[src/rtl/mmad_pkg.sv]
// Shared types and constants for the memory map address decoder.
// Holds item structs, descriptor layout and status codes; no dependencies.
`default_nettype none

package mmad_pkg;

    // Table geometry
    localparam int MAX_DESCRIPTORS = 16;
    localparam int IDX_W = (MAX_DESCRIPTORS > 1) ? $clog2(MAX_DESCRIPTORS) : 1;
    localparam int CNT_W = $clog2(MAX_DESCRIPTORS + 1);
    localparam int SLOT_W = 4;
    localparam int CFG_W = 5;

    // Item operation codes
    localparam logic OP_LOAD   = 1'b0;
    localparam logic OP_LOOKUP = 1'b1;

    typedef enum logic [1:0] {
        STATUS_OK      = 2'd0,
        STATUS_NO_MAP  = 2'd1,
        STATUS_NO_DESC = 2'd2,
        STATUS_NO_DATA = 2'd3
    } status_t;

    typedef struct packed {
        logic              op;
        logic [SLOT_W-1:0] entry_slot;
        logic [31:0]       load_start;
        logic [31:0]       load_length;
        logic [31:0]       load_select;
        logic [31:0]       load_disconnect;
        logic              load_has_data;
        logic [31:0]       lookup_address;
        logic [31:0]       request_size;
    } in_t;

    typedef struct packed {
        status_t           status;
        logic [SLOT_W-1:0] hit_slot;
        logic [31:0]       byte_offset;
        logic [31:0]       send_size;
    } out_t;

    typedef struct packed {
        logic [31:0] start;
        logic [31:0] length;
        logic [31:0] select;
        logic [31:0] disconnect;
        logic        has_data;
    } desc_t;

endpackage

`default_nettype wire

[src/rtl/mmad_desc_ram.sv]
// Descriptor table: one write port, one registered read port.
// Depends on mmad_pkg for the descriptor layout and table depth.
`default_nettype none

module mmad_desc_ram
    import mmad_pkg::*;
(
    input  wire logic             clk,
    input  wire logic             wr_en,
    input  wire logic [IDX_W-1:0] wr_addr,
    input  wire desc_t            wr_data,
    input  wire logic             rd_en,
    input  wire logic [IDX_W-1:0] rd_addr,
    output desc_t                 rd_data
);

    desc_t mem [MAX_DESCRIPTORS];
    desc_t rd_data_reg;

    // Write one entry
    always_ff @(posedge clk)
    begin
        if (wr_en)
        begin
            mem[wr_addr] <= wr_data;
        end
    end

    // Read one entry, hold the data until the next read
    always_ff @(posedge clk)
    begin
        if (rd_en)
        begin
            rd_data_reg <= mem[rd_addr];
        end
    end

    assign rd_data = rd_data_reg;

endmodule

`default_nettype wire

[src/rtl/mmad_squeeze.sv]
// Iterative bit compaction: removes one disconnect-mask bit per cycle.
// Depends on mmad_pkg only through the common import convention.
`default_nettype none

module mmad_squeeze
    import mmad_pkg::*;
(
    input  wire logic        clk,
    input  wire logic        rst_n,
    input  wire logic        start,
    input  wire logic [31:0] value,
    input  wire logic [31:0] gap,
    output logic             done,
    output logic [31:0]      result
);

    logic [31:0] val_reg;
    logic [31:0] val_next;
    logic [31:0] mask_reg;
    logic [31:0] mask_next;
    logic        run_reg;
    logic [31:0] below;

    // One step: drop the bit under the lowest set gap bit, close the hole
    always_comb
    begin
        below     = (mask_reg - 32'd1) & ~mask_reg;
        val_next  = (val_reg & below) | ((val_reg >> 1) & ~below);
        mask_next = (mask_reg & (mask_reg - 32'd1)) >> 1;
    end

    always_ff @(posedge clk or negedge rst_n)
    begin
        if (!rst_n)
        begin
            run_reg  <= 1'b0;
            mask_reg <= '0;
            val_reg  <= '0;
        end
        else if (start)
        begin
            run_reg  <= 1'b1;
            mask_reg <= gap;
            val_reg  <= value;
        end
        else if (run_reg && (mask_reg != 32'd0))
        begin
            mask_reg <= mask_next;
            val_reg  <= val_next;
        end
        else if (run_reg)
        begin
            run_reg <= 1'b0;
        end
    end

    assign done   = run_reg && (mask_reg == 32'd0);
    assign result = val_reg;

endmodule

`default_nettype wire

[src/rtl/memory_map_address_decoder.sv]
// Top level of the memory map address decoder: sequencer, table and compaction unit.
// Depends on mmad_pkg, mmad_desc_ram and mmad_squeeze.
`default_nettype none

// A load item writes one descriptor and goes to S_RESULT, which posts its answer once
// the response register is free. A lookup item walks the first descriptor_count entries
// through one registered table read port: a range entry (select mask zero) is decided
// in S_EVAL, a masked entry whose select bits agree runs through the shared compaction
// unit in S_SQZ, other entries miss in S_EVAL; a hit passes S_HIT, and S_SIZE when the
// send size is formed, then S_RESULT posts the answer. req_ready is high only while no
// item is in work; a finished answer waits in the response register while the next item
// is taken. The user writes descriptor_count through cfg_wr_en/cfg_wr_data only while
// idle, not enforced by the block; values above the table depth act as the full table.

module memory_map_address_decoder
    import mmad_pkg::*;
(
    input  wire logic             clk,
    input  wire logic             rst_n,
    input  wire logic             req_valid,
    output logic                  req_ready,
    input  wire in_t              req_item,
    output logic                  rsp_valid,
    input  wire logic             rsp_ready,
    output out_t                  rsp_item,
    input  wire logic             cfg_wr_en,
    input  wire logic [CFG_W-1:0] cfg_wr_data
);

    typedef enum logic [2:0] {
        S_IDLE,
        S_EVAL,
        S_SQZ,
        S_HIT,
        S_SIZE,
        S_RESULT
    } state_t;

    state_t            state_reg;
    logic [CFG_W-1:0]  count_cfg_reg;
    logic [CNT_W-1:0]  count_reg;
    logic [CNT_W-1:0]  count_clamped;
    logic [IDX_W-1:0]  idx_reg;
    logic [CNT_W-1:0]  idx_plus;
    logic [31:0]       addr_reg;
    logic [31:0]       size_reg;
    logic [31:0]       off_reg;
    logic [31:0]       left_reg;
    out_t              res_reg;
    out_t              rsp_item_reg;
    logic              rsp_valid_reg;

    logic              accept;
    logic              wr_en;
    desc_t             wr_desc;
    logic              rd_en;
    logic [IDX_W-1:0]  rd_addr;
    desc_t             rd_desc;

    logic [32:0]       diff_wide;
    logic              range_hit;
    logic              sel_ok;
    logic              entry_hit;
    logic              entry_miss;
    logic [31:0]       hit_off;
    logic              more_entries;
    logic              sqz_start;
    logic              sqz_done;
    logic [31:0]       sqz_result;

    assign req_ready = (state_reg == S_IDLE);
    assign accept    = req_valid && req_ready;
    assign rsp_valid = rsp_valid_reg;
    assign rsp_item  = rsp_item_reg;

    // Clamp the configured count to the table depth
    assign count_clamped = (32'(count_cfg_reg) > MAX_DESCRIPTORS)
                           ? CNT_W'(MAX_DESCRIPTORS) : CNT_W'(count_cfg_reg);

    // Hold the descriptor count register
    always_ff @(posedge clk or negedge rst_n)
    begin
        if (!rst_n)
        begin
            count_cfg_reg <= '0;
        end
        else if (cfg_wr_en)
        begin
            count_cfg_reg <= cfg_wr_data;
        end
    end

    // Table write from a load item
    assign wr_en = accept && (req_item.op == OP_LOAD)
                   && (32'(req_item.entry_slot) < MAX_DESCRIPTORS);
    always_comb
    begin
        wr_desc.start      = req_item.load_start;
        wr_desc.length     = req_item.load_length;
        wr_desc.select     = req_item.load_select;
        wr_desc.disconnect = req_item.load_disconnect;
        wr_desc.has_data   = req_item.load_has_data;
    end

    // Decode the entry that was just read
    always_comb
    begin
        diff_wide    = {1'b0, addr_reg} - {1'b0, rd_desc.start};
        range_hit    = !diff_wide[32] && (diff_wide[31:0] < rd_desc.length);
        sel_ok       = ((rd_desc.start ^ addr_reg) & rd_desc.select) == 32'd0;
        idx_plus     = CNT_W'(idx_reg) + CNT_W'(1);
        more_entries = idx_plus < count_reg;
        entry_hit    = 1'b0;
        entry_miss   = 1'b0;
        sqz_start    = 1'b0;
        hit_off      = diff_wide[31:0];
        unique case (state_reg)
            S_EVAL:
            begin
                if (rd_desc.select == 32'd0)
                begin
                    entry_hit  = range_hit;
                    entry_miss = !range_hit;
                end
                else if (sel_ok)
                begin
                    sqz_start = 1'b1;
                end
                else
                begin
                    entry_miss = 1'b1;
                end
            end
            S_SQZ:
            begin
                hit_off = sqz_result;
                if (sqz_done)
                begin
                    entry_hit  = sqz_result < rd_desc.length;
                    entry_miss = !(sqz_result < rd_desc.length);
                end
            end
            default:
            begin
                entry_hit = 1'b0;
            end
        endcase
    end

    // Issue table reads: first entry on a lookup, next entry on a miss
    always_comb
    begin
        rd_en   = 1'b0;
        rd_addr = '0;
        if (accept && (req_item.op == OP_LOOKUP))
        begin
            rd_en = 1'b1;
        end
        else if (entry_miss && more_entries)
        begin
            rd_en   = 1'b1;
            rd_addr = IDX_W'(idx_plus);
        end
    end

    mmad_desc_ram u_ram (
        .clk     (clk),
        .wr_en   (wr_en),
        .wr_addr (IDX_W'(req_item.entry_slot)),
        .wr_data (wr_desc),
        .rd_en   (rd_en),
        .rd_addr (rd_addr),
        .rd_data (rd_desc)
    );

    mmad_squeeze u_squeeze (
        .clk    (clk),
        .rst_n  (rst_n),
        .start  (sqz_start),
        .value  (diff_wide[31:0]),
        .gap    (rd_desc.disconnect),
        .done   (sqz_done),
        .result (sqz_result)
    );

    // Sequencer and response register
    always_ff @(posedge clk or negedge rst_n)
    begin
        if (!rst_n)
        begin
            state_reg     <= S_IDLE;
            rsp_valid_reg <= 1'b0;
            rsp_item_reg  <= '0;
            res_reg       <= '0;
            idx_reg       <= '0;
            count_reg     <= '0;
            addr_reg      <= '0;
            size_reg      <= '0;
            off_reg       <= '0;
            left_reg      <= '0;
        end
        else
        begin
            // Drop a taken response unless a new one is posted in its place
            if (rsp_valid_reg && rsp_ready && (state_reg != S_RESULT))
            begin
                rsp_valid_reg <= 1'b0;
            end

            unique case (state_reg)
                S_IDLE:
                begin
                    if (accept)
                    begin
                        addr_reg  <= req_item.lookup_address;
                        size_reg  <= req_item.request_size;
                        count_reg <= count_clamped;
                        idx_reg   <= '0;
                        if (req_item.op == OP_LOAD)
                        begin
                            res_reg   <= '{status: STATUS_OK, hit_slot: '0,
                                           byte_offset: '0, send_size: '0};
                            state_reg <= S_RESULT;
                        end
                        else if (count_clamped == '0)
                        begin
                            res_reg   <= '{status: STATUS_NO_MAP, hit_slot: '0,
                                           byte_offset: '0, send_size: '0};
                            state_reg <= S_RESULT;
                        end
                        else
                        begin
                            state_reg <= S_EVAL;
                        end
                    end
                end
                S_EVAL, S_SQZ:
                begin
                    if (entry_hit)
                    begin
                        off_reg   <= hit_off;
                        state_reg <= S_HIT;
                    end
                    else if (entry_miss)
                    begin
                        if (more_entries)
                        begin
                            idx_reg   <= IDX_W'(idx_plus);
                            state_reg <= S_EVAL;
                        end
                        else
                        begin
                            res_reg   <= '{status: STATUS_NO_DESC, hit_slot: '0,
                                           byte_offset: '0, send_size: '0};
                            state_reg <= S_RESULT;
                        end
                    end
                    else if (sqz_start)
                    begin
                        state_reg <= S_SQZ;
                    end
                end
                S_HIT:
                begin
                    res_reg.hit_slot    <= SLOT_W'(idx_reg);
                    res_reg.byte_offset <= off_reg;
                    res_reg.send_size   <= '0;
                    if (!rd_desc.has_data)
                    begin
                        res_reg.status <= STATUS_NO_DATA;
                        state_reg      <= S_RESULT;
                    end
                    else
                    begin
                        res_reg.status <= STATUS_OK;
                        left_reg       <= rd_desc.length - off_reg;
                        state_reg      <= S_SIZE;
                    end
                end
                S_SIZE:
                begin
                    res_reg.send_size <= (left_reg < size_reg) ? left_reg : size_reg;
                    state_reg         <= S_RESULT;
                end
                S_RESULT:
                begin
                    // Post the item once the response register is free
                    if (!rsp_valid_reg || rsp_ready)
                    begin
                        rsp_item_reg  <= res_reg;
                        rsp_valid_reg <= 1'b1;
                        state_reg     <= S_IDLE;
                    end
                end
                default:
                begin
                    state_reg <= S_IDLE;
                end
            endcase
        end
    end

endmodule

`default_nettype wire

[config.mk]
export PLATFORM = sky130hd
export DESIGN_NAME = memory_map_address_decoder
export DESIGN_NICKNAME = d
export VERILOG_FILES = /design/src/rtl/mmad_pkg.sv /design/src/rtl/mmad_desc_ram.sv /design/src/rtl/mmad_squeeze.sv /design/src/rtl/memory_map_address_decoder.sv
export SDC_FILE = /design/constraint.sdc
export NUM_CORES = 2
export LEC_CHECK = 0
export ABC_AREA = 1
export BUFFER_PORTS_ARGS = -buffer_cell sky130_fd_sc_hd__buf_2
export CORE_MARGIN = 10
export CORE_UTILIZATION = 50
export CTS_CLUSTER_SIZE = 8
export DETAILED_ROUTE_END_ITERATION = 10
export PLACE_DENSITY_LB_ADDON = 0.25
export SYNTH_ARGS = -nofsm -noshare
export SYNTH_HDL_FRONTEND = slang
export SYNTH_HIERARCHICAL = 1
export SYNTH_SLANG_ARGS = --single-unit
[constraint.sdc]
create_clock -name clk -period 10.9 [get_ports clk]
set_input_delay 1.635 -clock clk [delete_from_list [all_inputs] [get_ports clk]]
set_output_delay 1.635 -clock clk [all_outputs]
set_load 0.005 [all_outputs]
Word-level counts from Yosys, hierarchy flattened
Memory sizes are Yosys's and may differ from the RTL's. A register that Yosys moved wholly into a read port is not among the register bits.
Index checks and enable logic that the tools add are counted.
{"block": "totals", "ram_bits": 2064, "n_memories": 1, "ff_bits": 351, "rom_bits": 0, "latchBits": 0, "word_cells": 140, "inputBits": 208}
{"block": "classes", "n_lt_le_gt_ge": 5, "n_mul": 0, "add_sub_neg": 4, "n_reduce_logical": 33, "shift": 0, "eq_ne": 15, "bitwise_logic": 10, "div": 0, "muxes": 52}
{"name": "u_ram.mem", "depth": 16, "word_bits": 129, "read_ports": 1, "rd_clocked_by_memory_dff": 1, "wr": 1, "line_no": "mmad_desc_ram.sv:17", "rtl": "desc_t mem [MAX_DESCRIPTORS];"}
{"cell": "$mux W70", "n": 6}
{"cell": "$mux W32", "n": 6}
{"cell": "$and A32 B32 Y32", "n": 4}
{"cell": "$pmux W32 S4", "n": 1}
{"cell": "$pmux W38 S3", "n": 1}
{"cell": "$logic_not A32 Y1", "n": 3}
{"cell": "$lt A32 B32 Y1", "n": 3}
{"cell": "$not A32 Y32", "n": 2}
{"cell": "$sub A32 B32 Y33", "n": 1}
{"cell": "$and A31 B32 Y32", "n": 1}
{"cell": "$or A32 B32 Y32", "n": 1}
{"cell": "$reduce_bool A32 Y1", "n": 1}
{"cell": "$sub A32 B1 Y32 const B", "n": 1}
{"cell": "$sub A32 B32 Y32", "n": 1}
{"cell": "$xor A32 B32 Y32", "n": 1}
{"cell": "$mux W3", "n": 8}
{"cell": "$mux W4", "n": 6}
{"cell": "$mux W1", "n": 18}
{"cell": "$pmux W3 S5", "n": 1}
{"cell": "$ne A2 B2 Y1 const B", "n": 6}
{"cell": "$reduce_and A6 Y1", "n": 2}
{"cell": "$logic_and A1 B1 Y1", "n": 9}
{"cell": "$pmux W4 S2", "n": 1}
{"cell": "$reduce_and A2 Y1", "n": 4}
{"cell": "other kinds (24)", "n": 31}

Depth between registers and ports, before layout
{"block": "logic_depth", "depth_word": 10, "depth_mapped": 37, "depth_no_buf": 34}

Modules after synthesis
The synthesis kept the hierarchy.
{"mod": "mmad_desc_ram", "instances": 1, "cells_per_inst": 7846, "area_per_inst_um2": 89597.2}
{"mod": "memory_map_address_decoder", "instances": 1, "cells_per_inst": 2380, "area_per_inst_um2": 18358.9}
{"mod": "mmad_squeeze", "instances": 1, "cells_per_inst": 672, "area_per_inst_um2": 4226.6}

Worst setup path after synthesis
No wires, ideal clock.
{"block": "synth_path", "kind": "in2reg", "startpoint": "input port req_valid", "endpoint": "register, netlist name u_ram/rd_data[0]", "cell_stages": 2, "arrival_ps": 10867, "required_time_ps": 10104, "setup_time_ps": 796, "setup_slack_ps": -764, "cell_sequence": "nand2_1 -> o21ai_0"}
{"block": "synth_between", "elab_chain_cells": 3, "word_cells_on_any_way": 4, "classes_between": "mux: 2; reduce/logical: 2"}
{"element": "start, declared", "line_no": "memory_map_address_decoder.sv:20", "rtl": "input wire logic req_valid,"}
{"element": "$logic_and A1 B1 Y1", "line_no": "memory_map_address_decoder.sv:72", "rtl": "assign accept = req_valid && req_ready;"}
{"element": "$logic_and A1 B1 Y1", "line_no": "memory_map_address_decoder.sv:155", "rtl": "if (accept && (req_item.op == OP_LOOKUP))"}
{"element": "$mux W1", "line_no": "memory_map_address_decoder.sv:155"}
{"element": "via rd_en", "line_no": "memory_map_address_decoder.sv:56", "rtl": "logic rd_en;"}
The timed path passes the listed nets, and every way through them passes these cells.
A chain may end at the register's enable or synchronous reset.

Worst setup path in the final report
{"block": "layout_path", "startpoint": "register addr_reg[2]", "endpoint": "register, netlist name u_ram/rd_data[111]"}
{"block": "layout_between", "elab_chain_cells": 9, "word_cells_on_any_way": 16, "classes_between": "add/sub: 1; order compare: 1; mux: 7; bitwise: 2; reduce/logical: 5"}
{"element": "start, declared", "line_no": "memory_map_address_decoder.sv:45", "rtl": "logic [31:0] addr_reg;"}
{"element": "start signal, assigned", "line_no": "memory_map_address_decoder.sv:215", "rtl": "addr_reg <= req_item.lookup_address;"}
{"element": "$sub A32 B32 Y33", "line_no": "memory_map_address_decoder.sv:108", "rtl": "diff_wide = {1'b0, addr_reg} - {1'b0, rd_desc.start};"}
{"element": "via diff_wide[27]", "line_no": "memory_map_address_decoder.sv:60", "rtl": "logic [32:0] diff_wide;"}
{"element": "$lt A32 B32 Y1", "line_no": "memory_map_address_decoder.sv:109", "rtl": "range_hit = !diff_wide[32] && (diff_wide[31:0] < rd_desc.length);"}
{"element": "$logic_and A1 B1 Y1", "line_no": "memory_map_address_decoder.sv:109"}
{"element": "$logic_not A1 Y1", "line_no": "memory_map_address_decoder.sv:123", "rtl": "entry_miss = !range_hit;"}
{"element": "$mux W1", "line_no": "memory_map_address_decoder.sv:120", "rtl": "if (rd_desc.select == 32'd0)"}
{"element": "$pmux W1 S2", "line_no": "memory_map_address_decoder.sv:117", "rtl": "unique case (state_reg)"}
{"element": "$logic_and A1 B1 Y1", "line_no": "memory_map_address_decoder.sv:159", "rtl": "else if (entry_miss && more_entries)"}
{"element": "$mux W4", "line_no": "memory_map_address_decoder.sv:159"}
{"element": "$mux W4", "line_no": "memory_map_address_decoder.sv:155"}
{"element": "via rd_addr[0]", "line_no": "memory_map_address_decoder.sv:57", "rtl": "logic [IDX_W-1:0] rd_addr;"}
The timed path passes the listed nets, and every way through them passes these cells.

==> flow_summary.yaml <==
critical_path:
  cp.required_ps: 11520
  critPathMostFrequentCell: "sky130_fd_sc_hd__nand2_1"
  crit-reg2reg-capture: "u_ram/rd_data[111]"
  endpoint_kind: "flip-flop"
  cp-start-kind: "flip-flop"
  timing.critical_path.max_delay_family: "simple AND/OR/NAND/NOR gates"
  arrival_ps: 8140
  critical-path-max-stage-delay_ps: 780
  timing.rr.start: "addr_reg[2]"
  timing_worst_setup_path_type: "flip-flop to flip-flop"
  cp.buffers_inverters: 3
  worst-r2r-setup-slack_ps: 3390
  r2r.worst_path.cells: 29
  timing.critical_path.fanout_max: 181
  worst_path_max_delay_cell: "sky130_fd_sc_hd__buf_4"
pwr:
  seq_power_share_pct: 37.4
  power.net_switching_mw: 11.7
  power_density_nw_per_um2: 255
  cell_internal_pwr_mw: 20.4
  p_clk_share_pct: 31.1
  comb_power_share_pct: 31.6
  power.leakage_nw: 53.4
  finalPower_mw: 32.1
  power.ir.vdd_worst_v: 0.000224
  power_switching_share_pct: 36.5
synth:
  post_synthesis_average_cell_area_um2: 10.3
  synth_enable_flop_cells: 2193
  post_synth_inst_count: 10900
  synth.ff_latch_count: 2544
  post-synth-top-area-cell: "sky130_fd_sc_hd__edfxtp_1"
  synthDistinctLibCells: 57
  synth.area.top_cells: "sky130_fd_sc_hd__edfxtp_1 (59%), sky130_fd_sc_hd__nand2_1 (13%), sky130_fd_sc_hd__dfrtp_1 (7.8%)"
  synth_seq_area_share_pct: 66.5
  ys_async_sr_fraction_pct: 13.8
  synth.top_cell.area_share_pct: 58.7
  yosysWarnings: 6
  synth_nets: 11300
  post_synth_instance_area_um2: 112000
  yosys_most_used_dff: "sky130_fd_sc_hd__edfxtp_1"
global_routing:
  overflow: 0
  track_usage_pct: 26.4
  grt_start_max_net_pins: 196
  grt_antenna_before_repair: 65
  grt_pass1_wl_um: 490000
  number_of_global_route_vias_before_repair: 75600
worst_hold_path:
  holdPathStages: 2
  whs_endpoint: "u_squeeze/mask_reg[25]"
  min_path_type: "flip-flop to flip-flop"
  min_from: "u_ram/rd_data[26]"
detailed_routing:
  ant_nets: 0
  routedWlPerCell_um: 23.3
  first_pass_iters: 8
  vias: 79500
  detailedRoute.firstIterationViolations: 7875
  via_per_inst: 5.60
  totalWireLength_um: 331000
  drt_drc_violations_left: 0
sta:
  layout_worst_path_cycle_share_pct: 68.9
  totalNegativeSetupSlack_ps: 0
  final_hold_viol_count: 0
  maxClockFrequency_ghz: 0.133
  final-setup-viol-count: 0
  tightest_slew_ps: 1420
  finalClockSkew_ps: 92.4
  period_needed_ps: 7510
  rsz_0062_raised_after_global_routing: "false"
  slew-limit-headroom_pct: 5.40
  slew_viol_final: 0
clocking:
  cts_made_buffers: 369
  postCtsHoldBufs: 0
  worst_setup_hold_path_clk_slew_ps: 60
  clock_tree.buffer_depth: 4
  cts_tree: "built"
  tritoncts_num_sinks: 2544
  worst_skew_pair.late_latency_ps: 960
  cts_repair_resize_count: 0
  post_cts.repair.setup_buffers: 0
  clk_root_buffer_cell: "sky130_fd_sc_hd__clkbuf_16"
  clock_tree.htree_level_count: 5
final_layout:
  design.final.nets: 11500
  utilization_pct: 56.5
  largest_register_ff_count: 2064
  area_delta_synth_final_pct: 12.2
  final_layout_size_suffix_gt1_share_pct: 8.22
placement:
  port-buffer-count: 279
  detailed_place_hpwl_um: 188000
  globalplace.congestion: 0.947
outcome:
  status: "finished clean"
floorplan:
  boundaryPins: 280
  design.die.area_um2: 244000
  floorplan.initialDensity_pct: 50.4
  cell_rows: 173
  core_outline_area_um2: 223000
  die-width_um: 494
  floorplan.die.height_um: 494
run:
  cap_viol_max_count: 0
## power groups by stage
stage | clock [mW] | sequential (mW) | combinational, mW
after floorplan | 0 | 11.8 | 6.95
after global placement | 0 | 12.2 | 9.91
after detailed placement | 0 | 12.2 | 9.99
after CTS | 10.1 | 12.0 | 10.0
after global routing | 10.5 | 12.0 | 11.2
final | 9.98 | 12.0 | 10.1
## synth_stat cells, types with 5 or more instances
cell / n
sky130_fd_sc_hd__nand2_1: 3819
sky130_fd_sc_hd__edfxtp_1: 2193
sky130_fd_sc_hd__nand3_1: 1683
sky130_fd_sc_hd__inv_1: 1212
sky130_fd_sc_hd__dfrtp_1: 351
sky130_fd_sc_hd__buf_2: 294
sky130_fd_sc_hd__nor2_1: 264
sky130_fd_sc_hd__ha_1: 161
sky130_fd_sc_hd__clkbuf_1: 132
sky130_fd_sc_hd__o21ai_0: 122
sky130_fd_sc_hd__a21oi_1: 118
sky130_fd_sc_hd__o21ai_1: 75
sky130_fd_sc_hd__mux2_2: 70
sky130_fd_sc_hd__buf_4: 63
sky130_fd_sc_hd__nand4_1: 38
sky130_fd_sc_hd__a31oi_1: 31
sky130_fd_sc_hd__xor2_1: 30
sky130_fd_sc_hd__buf_1: 29
sky130_fd_sc_hd__or2_2: 22
sky130_fd_sc_hd__nor3_1: 19
sky130_fd_sc_hd__o21bai_1: 18
sky130_fd_sc_hd__o22ai_1: 18
sky130_fd_sc_hd__buf_6: 16
sky130_fd_sc_hd__xnor2_1: 15
sky130_fd_sc_hd__nand3b_1: 10
sky130_fd_sc_hd__or2_1: 9
sky130_fd_sc_hd__a21o_1: 8
sky130_fd_sc_hd__and2_1: 6
sky130_fd_sc_hd__inv_2: 6
sky130_fd_sc_hd__nand2_2: 6
sky130_fd_sc_hd__o21ai_2: 6
sky130_fd_sc_hd__nor2_2: 5
sky130_fd_sc_hd__nor4_1: 5
sky130_fd_sc_hd__o211ai_1: 5
sky130_fd_sc_hd__o31ai_1: 5
## worst min-delay path: cells and delay by family, from the launching register on
family	cells	cell delay, ps
simple gates	2	120
flops	1	310
## per-layer routing
| metal | wire [µm] | global-route usage (%) | vias to the layer above |
|---|---|---|---|
| met5 | 340 | 0 | - |
| met4 | 10400 | 8.54 | 52 |
| met3 | 28900 | 5.19 | 684 |
| met2 | 155000 | 42.2 | 3519 |
| met1 | 137000 | 36.5 | 38800 |
| li1 | - | - | 36500 |
## metrics by stage
stage / hold WS [ps] / setup WS [ps] / std cells / area (µm²)
detailed placement: 456 / 3600 / 13700 / 116000
global placement: 456 / 3390 / 13700 / 116000
CTS: 467 / 3540 / 14200 / 126000
finish: 461 / 3390 / 14200 / 126000
global route: 496 / 3010 / 14200 / 126000
floorplan: 426 / 2520 / 10900 / 112000
## cell families after synthesis
family / count (synthesis) / share of synthesized area, %
xor+xnor: 45 / 0.351
simple gates: 5900 / 22.0
fa+ha+maj: 163 / 1.83
buf+inv: 1756 / 6.52
compound gates: 420 / 2.07
mux: 70 / 0.703
flops: 2544 / 66.5
## final cells by class
type	count	area (µm²)
repair buffers	380	2550
fillers	18800	96900
flip-flops and latches	2544	74600
inverters	1222	4650
multi-input cells	6598	30400
diodes	19	47.5
well taps	2975	3720
clock buffers	466	9690
clock inverters	10	141
## cells in the final DEF, fill, tap and decap left out, types with 6 or more instances in the layout
| cell | instances |
|---|---|
| sky130_fd_sc_hd__a21o_1 | 8 |
| sky130_fd_sc_hd__a21oi_1 | 118 |
| sky130_fd_sc_hd__a31oi_1 | 31 |
| sky130_fd_sc_hd__and2_1 | 6 |
| sky130_fd_sc_hd__buf_12 | 31 |
| sky130_fd_sc_hd__buf_2 | 278 |
| sky130_fd_sc_hd__buf_4 | 70 |
| sky130_fd_sc_hd__clkbuf_1 | 91 |
| sky130_fd_sc_hd__clkbuf_16 | 372 |
| sky130_fd_sc_hd__dfrtp_1 | 351 |
| sky130_fd_sc_hd__diode_2 | 19 |
| sky130_fd_sc_hd__edfxtp_1 | 2193 |
| sky130_fd_sc_hd__ha_1 | 161 |
| sky130_fd_sc_hd__inv_1 | 1207 |
| sky130_fd_sc_hd__inv_6 | 7 |
| sky130_fd_sc_hd__mux2_2 | 70 |
| sky130_fd_sc_hd__nand2_1 | 3818 |
| sky130_fd_sc_hd__nand2_2 | 7 |
| sky130_fd_sc_hd__nand3_1 | 1682 |
| sky130_fd_sc_hd__nand3b_1 | 10 |
| sky130_fd_sc_hd__nand4_1 | 38 |
| sky130_fd_sc_hd__nor2_1 | 244 |
| sky130_fd_sc_hd__nor2_2 | 7 |
| sky130_fd_sc_hd__nor2_4 | 20 |
| sky130_fd_sc_hd__nor3_1 | 18 |
| sky130_fd_sc_hd__o21ai_0 | 121 |
| sky130_fd_sc_hd__o21ai_1 | 75 |
| sky130_fd_sc_hd__o21ai_2 | 6 |
| sky130_fd_sc_hd__o21bai_1 | 18 |
| sky130_fd_sc_hd__o22ai_1 | 18 |
| sky130_fd_sc_hd__or2_1 | 9 |
| sky130_fd_sc_hd__or2_2 | 22 |
| sky130_fd_sc_hd__xnor2_1 | 15 |
| sky130_fd_sc_hd__xor2_1 | 30 |
## how the worst max path moves through the flow
stage,startpoint,cells after the start,slack [ps],endpoint
after floorplan,req_valid,5,2520,u_ram/mem[12][0]
after global placement,u_ram/rd_data[115],31,3390,u_ram/rd_data[107]
after detailed placement,addr_reg[2],30,3600,u_ram/rd_data[109]
after CTS,u_ram/rd_data[115],31,3540,u_ram/rd_data[121]
after global routing,addr_reg[2],30,3010,u_ram/rd_data[109]
final,addr_reg[2],29,3390,u_ram/rd_data[111]
No activity file was read; power rests on OpenSTA's default activity.
